## src/hw/rtl/mf_pkg.sv

```systemverilog
// shared types, codes and arithmetic helpers of the factorization block
package mf_pkg;

  typedef struct packed {
    logic [1:0]         func;
    logic [9:0]         user_index;
    logic [9:0]         item_index;
    logic signed [15:0] rating;
    logic [3:0]         factor_index;
    logic               load_side;
    logic signed [15:0] load_value;
  } in_t;

  typedef struct packed {
    logic signed [15:0] prediction;
    logic signed [15:0] error;
  } out_t;

  localparam logic [1:0] FUNC_TRAIN   = 2'd0;
  localparam logic [1:0] FUNC_PREDICT = 2'd1;
  localparam logic [1:0] FUNC_LOAD    = 2'd2;
  localparam logic [1:0] FUNC_UNUSED  = 2'd3;

  localparam logic [2:0] CFG_MEAN  = 3'd0;
  localparam logic [2:0] CFG_LR    = 3'd1;
  localparam logic [2:0] CFG_REG   = 3'd2;
  localparam logic [2:0] CFG_UCNT  = 3'd3;
  localparam logic [2:0] CFG_ICNT  = 3'd4;

  localparam int MUL_A_W = 25;
  localparam int MUL_B_W = 17;
  localparam int MUL_P_W = 42;
  localparam int WIDE_W  = 48;

  function automatic logic signed [15:0] sat16(input logic signed [WIDE_W-1:0] v);
    logic signed [15:0] r;
    if (v > 48'sd32767) begin
      r = 16'sh7fff;
    end else if (v < -48'sd32768) begin
      r = 16'sh8000;
    end else begin
      r = v[15:0];
    end
    return r;
  endfunction

endpackage

```

## src/hw/rtl/mf_mul.sv

```systemverilog
// shared signed multiplier with registered product
module mf_mul (
  input  logic                               clk_i,
  input  logic signed [mf_pkg::MUL_A_W-1:0]  a_i,
  input  logic signed [mf_pkg::MUL_B_W-1:0]  b_i,
  output logic signed [mf_pkg::MUL_P_W-1:0]  p_o
);

  logic signed [mf_pkg::MUL_P_W-1:0] p_q;

  always_ff @(posedge clk_i) begin
    p_q <= a_i * b_i;
  end

  assign p_o = p_q;

endmodule

```

## config.mk

```make
export PLATFORM = sky130hd
export DESIGN_NAME = mf_mul
export DESIGN_NICKNAME = d
export VERILOG_FILES = /design/src/hw/rtl/mf_pkg.sv /design/src/hw/rtl/mf_mul.sv
export SDC_FILE = /design/constraint.sdc
export NUM_CORES = 1
export LEC_CHECK = 0
export ABC_CLOCK_PERIOD_IN_PS = 7100
export BUFFER_PORTS_ARGS = -buffer_cell sky130_fd_sc_hd__buf_2
export CAP_MARGIN = 20
export CORE_UTILIZATION = 30
export DETAILED_ROUTE_END_ITERATION = 12
export SYNTH_ARGS = -nofsm -noshare
export SYNTH_HDL_FRONTEND = slang
export SYNTH_SLANG_ARGS = --single-unit
```

## constraint.sdc

```tcl
create_clock -name clk_i -period 7.1 [get_ports clk_i]
set_clock_uncertainty 0.15 [all_clocks]
set_input_delay 0.71 -clock clk_i [delete_from_list [all_inputs] [get_ports clk_i]]
set_output_delay 0.71 -clock clk_i [all_outputs]
set_load 0.1 [all_outputs]
```

After elaboration in Yosys (flattened, before gate mapping)
Cells that the tools add are included.
- register bits after elaboration: 42
- input port bits: 43
- multiply operators: 1
- operators with widths (operator ; count):
    $mul A25 B17 Y42 ; 1

Longest topological paths before layout
Gate-level depths: netlist of run 1.
- word-level depth: 1
- gate-level depth with buffers: 24
- mapped depth without buffers: 23

Worst setup path before layout of run 1
OpenSTA, ideal clock, no wires.
- kind: input -> register
- start point: in b_i[4] in the netlist's numbering
- end point: reg p_q (netlist bit p_o[40])
- arrival: 6.628 ns
- setup slack: 0.243 ns
- stages on the path: 21
- required time: 6.871 ns
- setup time: 0.079 ns
- buffers on the path: 1
- cells stage by stage: clkbuf_1 > nand2_1 > fa_1 > inv_1 > fa_1 > fa_1 > fa_1 > fa_1 > inv_1 > fa_1 > inv_1 > ha_1 > a211o_1 > a311o_1 > a221oi_2 > o22ai_1 > nor3_2 > a31oi_1 > o41ai_4 > or4b_1 > o211ai_1
- longest elaborated chain between the ends: 1
- RTL lines (item ; line ; RTL):
    start, declared ; mf_mul.sv:5 ; input logic signed [mf_pkg::MUL_B_W-1:0] b_i,
    $mul A25 B17 Y42 ; mf_mul.sv:12 ; p_q <= a_i * b_i;
    end signal, assigned ; mf_mul.sv:12 ;
    end, declared ; mf_mul.sv:9 ; logic signed [mf_pkg::MUL_P_W-1:0] p_q;
No other way between the ends.

Worst setup path in the final report of run 1
- start point: in a_i[22] in the netlist's numbering
- end point: reg p_q (netlist bit p_o[40])
- longest elaborated chain between the ends: 1
- RTL lines (item ; line ; RTL):
    start, declared ; mf_mul.sv:4 ; input logic signed [mf_pkg::MUL_A_W-1:0] a_i,
    $mul A25 B17 Y42 ; mf_mul.sv:12 ;
No other way between the ends.

==> results of run 1 <==
[routing by layer]
layer / track usage (%) / wire length [um] / up-vias
met5: 0 / 29 / -
met2: 28.9 / 20900 / 220
met4: 4.58 / 921 / 4
met1: 19.9 / 17100 / 6008
met3: 2.52 / 1850 / 44
li1: - / - / 5288
[layout by cell type, fill, tap and decap left out, types with 3 or more instances in the layout]
cell | Yosys | routed
a211oi_1 | 5 | 4
clkbuf_4 | 0 | 6
nor2_1 | 34 | 34
nand2_1 | 237 | 234
buf_2 | 0 | 70
inv_1 | 446 | 446
dfxtp_1 | 42 | 42
o21bai_1 | 11 | 11
and4_1 | 4 | 4
and3_1 | 4 | 4
xnor2_1 | 31 | 31
fa_1 | 416 | 414
nor2b_1 | 4 | 4
buf_4 | 0 | 155
nand3_1 | 3 | 3
xor2_1 | 10 | 10
buf_6 | 0 | 4
a21oi_1 | 22 | 22
nand4_1 | 5 | 5
o21a_1 | 4 | 4
o21ai_0 | 12 | 12
nand2b_1 | 12 | 12
nand2_2 | 0 | 3
and2_1 | 188 | 188
ha_1 | 101 | 100
clkbuf_16 | 0 | 7
buf_12 | 0 | 6
a21o_1 | 16 | 16
[final cells by class]
type                       instances  area [um2]
clock inverter                     3        18.8
inverter                         447        1680
timing repair buffer             245        1800
fill                            5292       33300
tap                              680         851
sequential                        42         841
clock buffer                       5         125
multi-input combinational       1156       13200
[what timing repair did]
item / CTS / global route
hold endpoints to repair: 0 / 0
pin swaps: 1 / 5
resized for setup: 8 / 38
setup endpoints to repair: 1 / 7
cloned: 0 / 2
buffers inserted: 0 / 1
[kinds of logic (layout without fill, tap and decap cells)]
family | count (synthesis) | in the layout | share of synthesized area (%)
AO/OA/AOI/OAI | 95 | 95 | 4.25
XOR/XNOR | 41 | 41 | 2.26
adder cells (fa/ha/maj) | 517 | 517 | 60.5
buffers and inverters | 508 | 700 | 12.0
flip-flops | 42 | 42 | 5.30
multiplexers | 1 | 1 | 0.0710
AND/OR/NAND/NOR | 502 | 502 | 15.6
[worst min-delay path by stage]
stage	depth (start not counted)	slack (ns)	start	end
after detailed placement	2	0.96	a_i[0]	p_o[0]
final	2	0.62	a_i[0]	p_o[0]
after global placement	2	0.97	a_i[0]	p_o[0]
after CTS	2	0.60	a_i[0]	p_o[0]
after floorplan	1	0.68	a_i[0]	p_o[0]
after global routing	2	0.61	a_i[0]	p_o[0]
[per-stage QoR]
| stage | util [%] | area (um2) | TNS, ns | instances | hold slack, ns |
|---|---|---|---|---|---|
| floorplan | - | 15900 | 0 | 1706 | 0.682 |
| global placement | 35.0 | 18200 | -2.16 | 2567 | 0.966 |
| detailed placement | 35.0 | 18200 | -2.72 | 2567 | 0.964 |
| CTS | 35.4 | 18300 | 0 | 2575 | 0.596 |
| global route | 35.8 | 18500 | -0.0128 | 2578 | 0.609 |
| finish | 35.8 | 18500 | 0 | 2578 | 0.621 |
==> run summary, run 1 <==
Slowest cell on crit path = fa_2
CTS Buffer Depth = 2
via/cell ratio = 4.49
Post-synth EDFFs = 0
Post-synth ARST share = 0%
Rows = 83
Synth Flop Type = dfxtp_1
max reg flops = 42
final wirelength = 40700 um
Iter 0 DRT Violations = 557
Chip Width = 232 um
pre-CTS setup slack = -0.558 ns
max incr delay on CP = 0.55 ns
Layout area overhead = 16.8%
final worst slack = 0.179 ns
GPL Wtd Cong = 0.915
ANT cells = 0
MaxCap Viol Count = 0
top-count cell post-synth = inv_1
CORE AREA = 0.0518 mm2
CTS tree = built
area share of the largest cell type after synthesis = 52.5%
clock edge transition at the registers on the reported setup and hold paths = 0.07 ns
Setup crit end = p_o[40]
mean post-synth cell area = 9.30 um2
kind of critical path = input port to flop
synth top area cells = fa_1 52%, inv_1 11%, ha_1 8.0%
number of CTS-inserted buffers = 5
crit share post-route = 97.5%
Post-DRT Antenna Nets = 0
RSZ-0062 raised after global routing = yes
CP Max Fanout = 6
vias in the first global route = 13.0k
Critical Path Start = a_i[22]
Crit path top cell by count = fa_1
layout cell share with drive strength beyond 1 = 14.4%
die height = 232 um
Top Ports = 85
critical path depth = 23
GRT Total Usage = 16.2%
final net count = 2457
DP HPWL = 35600 um
top cell family by delay on the critical path = adder cells
Yosys reg bits = 42
CP cell instances = clkbuf_4, and2_1, fa_1, inv_1, fa_2, inv_1, fa_1, inv_1, fa_1, fa_1, fa_1, inv_1, ha_1, a211o_1, a311o_1, a221oi_2, o22ai_2, nor3_4, buf_6, a31oi_4, o41ai_4, or4b_4, o211ai_1
global route overflow = 0
area leader, netlist = fa_1
worst slew pin tran = 0.595 ns
Worst Path Arrival = 7.02 ns
Buf/Inv on CP = 6
Post-Syn Nets = 2266
IO buf count = 84
Period minus WS final = 6.92 ns
final-report hold violation count = 0
startpoint types = input port
Hold Path Class = input port to flop
largest net degree at the start of global routing = 26
H-tree depth = 2
Cell variety after synth = 49
initial antenna violation count = 2
Mapped Cells = 1706
Root Buffer = clkbuf_16
CTS Sinks = 42
Synthesis Warnings = 0
commonest cells in the netlist = 446 x inv_1, 416 x fa_1, 237 x nand2_1
status = complete, no violations
Post-Syn Area = 0.0159 mm2
die area = 0.0538 mm2
Initial Util = 30.6%
DR DRC count = 0
Crit. End Element = flop
cts hold-fix bufs = 0
Final setup viols = 0
DR vias = 11.6k
Pins Over Slew Limit = 0
first-pass GRT wire length = 67200 um
worst rel slew slack = 60.3%
Critical Path RT = 7.20 ns
register area share after synthesis = 5.30%
Avg WL per Cell = 15.8 um
drt first pass iters = 5
fmax = 0.144 GHz
Power of run 1 is left out: the tool's default activity adds up to more than one toggle a clock period on the data nets, which glitch-free logic cannot reach.
==> inputs of run 2 (changes only) <==
Settings changed: PLACE_DENSITY_LB_ADDON set to 0.1.
==> run 2 against run 1 <==
  * Cell area up 2.2%
  * Maximum frequency down 0.73%
  * Routed wire length up 12%
  * Die area unchanged
  * Cell count up 1.6%
  * Via count down 0.89%
  * Utilization up 0.78 points
  * Highest routed layer is now met4
==> run summary, run 2 (same netlist as run 1, synthesis figures left out) <==
DP HPWL = 39700 um
final net count = 2496
RSZ-0062 raised after global routing = yes
drt first pass iters = 5
post-placement cell count = 2595
Slowest cell on crit path = fa_1
clock edge transition at the registers on the reported setup and hold paths = 0.08 ns
Period minus WS final = 6.97 ns
Buf/Inv on CP = 5
Layout Cells excl Fill = 2618
final-report hold violation count = 0
Root Buffer = clkbuf_16
die area = 0.0538 mm2
kind of critical path = input port to flop
initial antenna violation count = 0
most frequent cells in the layout = 445 x inv_1, 409 x fa_1, 235 x nand2_1, 187 x and2_1, 185 x buf_4
most common cell after layout, fill and taps aside = inv_1
Hold Path Depth = 3
MaxCap Viol Count = 0
worst slew pin tran = 0.497 ns
Hold Path Class = input port to flop
Iter 0 DRT Violations = 333
top cell family by delay on the critical path = adder cells
die height = 232 um
Chip Width = 232 um
DR vias = 11.5k
Post-DRT Antenna Nets = 0
global route overflow = 0
number of CTS-inserted buffers = 5
Worst Path Arrival = 7.08 ns
via/cell ratio = 4.38
status = complete, no violations
CTS Buffer Depth = 2
worst rel slew slack = 66.6%
CTS Sinks = 42
hold_sp = a_i[0]
DR DRC count = 0
Rows = 83
Initial Util = 30.6%
Critical Path Start = a_i[12]
GRT Total Usage = 18.0%
startpoint types = input port
Pins Over Slew Limit = 0
CTS tree = built
vias in the first global route = 13.3k
Final setup viols = 0
Crit. End Element = flop
Top Ports = 85
Avg WL per Cell = 17.4 um
layout cell share with drive strength beyond 1 = 16.5%
IO buf count = 84
Layout area overhead = 19.3%
max incr delay on CP = 0.62 ns
crit share post-route = 98.2%
first-pass GRT wire length = 73500 um
Crit path top cell by count = fa_1
critical path depth = 22
final wirelength = 45700 um
CP cell instances = buf_6, buf_8, and2_4, fa_1, fa_1, fa_2, fa_1, fa_1, inv_1, fa_1, inv_2, ha_4, a211o_1, a311o_1, a221oi_2, o22ai_2, nor3_2, buf_4, a31oi_4, o41ai_4, or4b_1, o211ai_1
max reg flops = 42
GPL Wtd Cong = 0.834
fillcell total = 5454
Critical Path RT = 7.21 ns
CORE AREA = 0.0518 mm2
cts hold-fix bufs = 0
CP Max Fanout = 5
H-tree depth = 2
largest net degree at the start of global routing = 18
fmax = 0.143 GHz
==> run 2: tightest hold or removal path: stages <==
cell and delay, ns:
buf_2 0.19, buf_4 0.18, and2_1 0.13
==> run 2: layout make-up <==
class	instances	area (um2)	share of cell area [%]
repair buffers	284	2150	11.4
well taps	680	851	4.49
clock inverters	2	37.5	0.198
inverters	447	1680	8.86
multi-input cells	1156	13200	69.9
clock buffers	6	129	0.681
flip-flops and latches	42	841	4.44
diodes	1	2.50	0.0132
==> run 2: final timing paths <==
check	end
min	p_o[0]
max	p_o[40]
==> run 2: routing by layer <==
| metal | share of wire [%] | GRT usage, % | vias to the layer above |
|---|---|---|---|
| li1 | - | - | 5370 |
| met3 | 2.2 | 1.36 | 28 |
| met4 | 1.8 | 4.28 | 0 |
| met1 | 45 | 23.1 | 5939 |
| met2 | 51 | 32.6 | 124 |
| met5 | 0 | 0 | - |
==> run 2: timing repair <==
action,in CTS,in global routing
resized for setup,3,62
pin swaps,0,30
hold endpoints to repair,0,0
endpoints found under the setup margin,2,7
setup buffers,0,11
gates cloned,0,3
==> run 2: metrics by stage <==
stage	TNS (ns)	util, %	instance area (um2)	hold slack, ns	setup WS (ns)
after floorplan	0	-	15900	0.682	0.243
after global placement	-1.89	35.4	18400	1.11	-0.330
after detailed placement	-2.11	35.4	18400	1.11	-0.378
after CTS	0	35.8	18500	0.778	0.0482
after global routing	-0.0969	36.5	18900	0.794	-0.0969
final	0	36.5	18900	0.776	0.128
Power of run 2 is left out for the same reason.
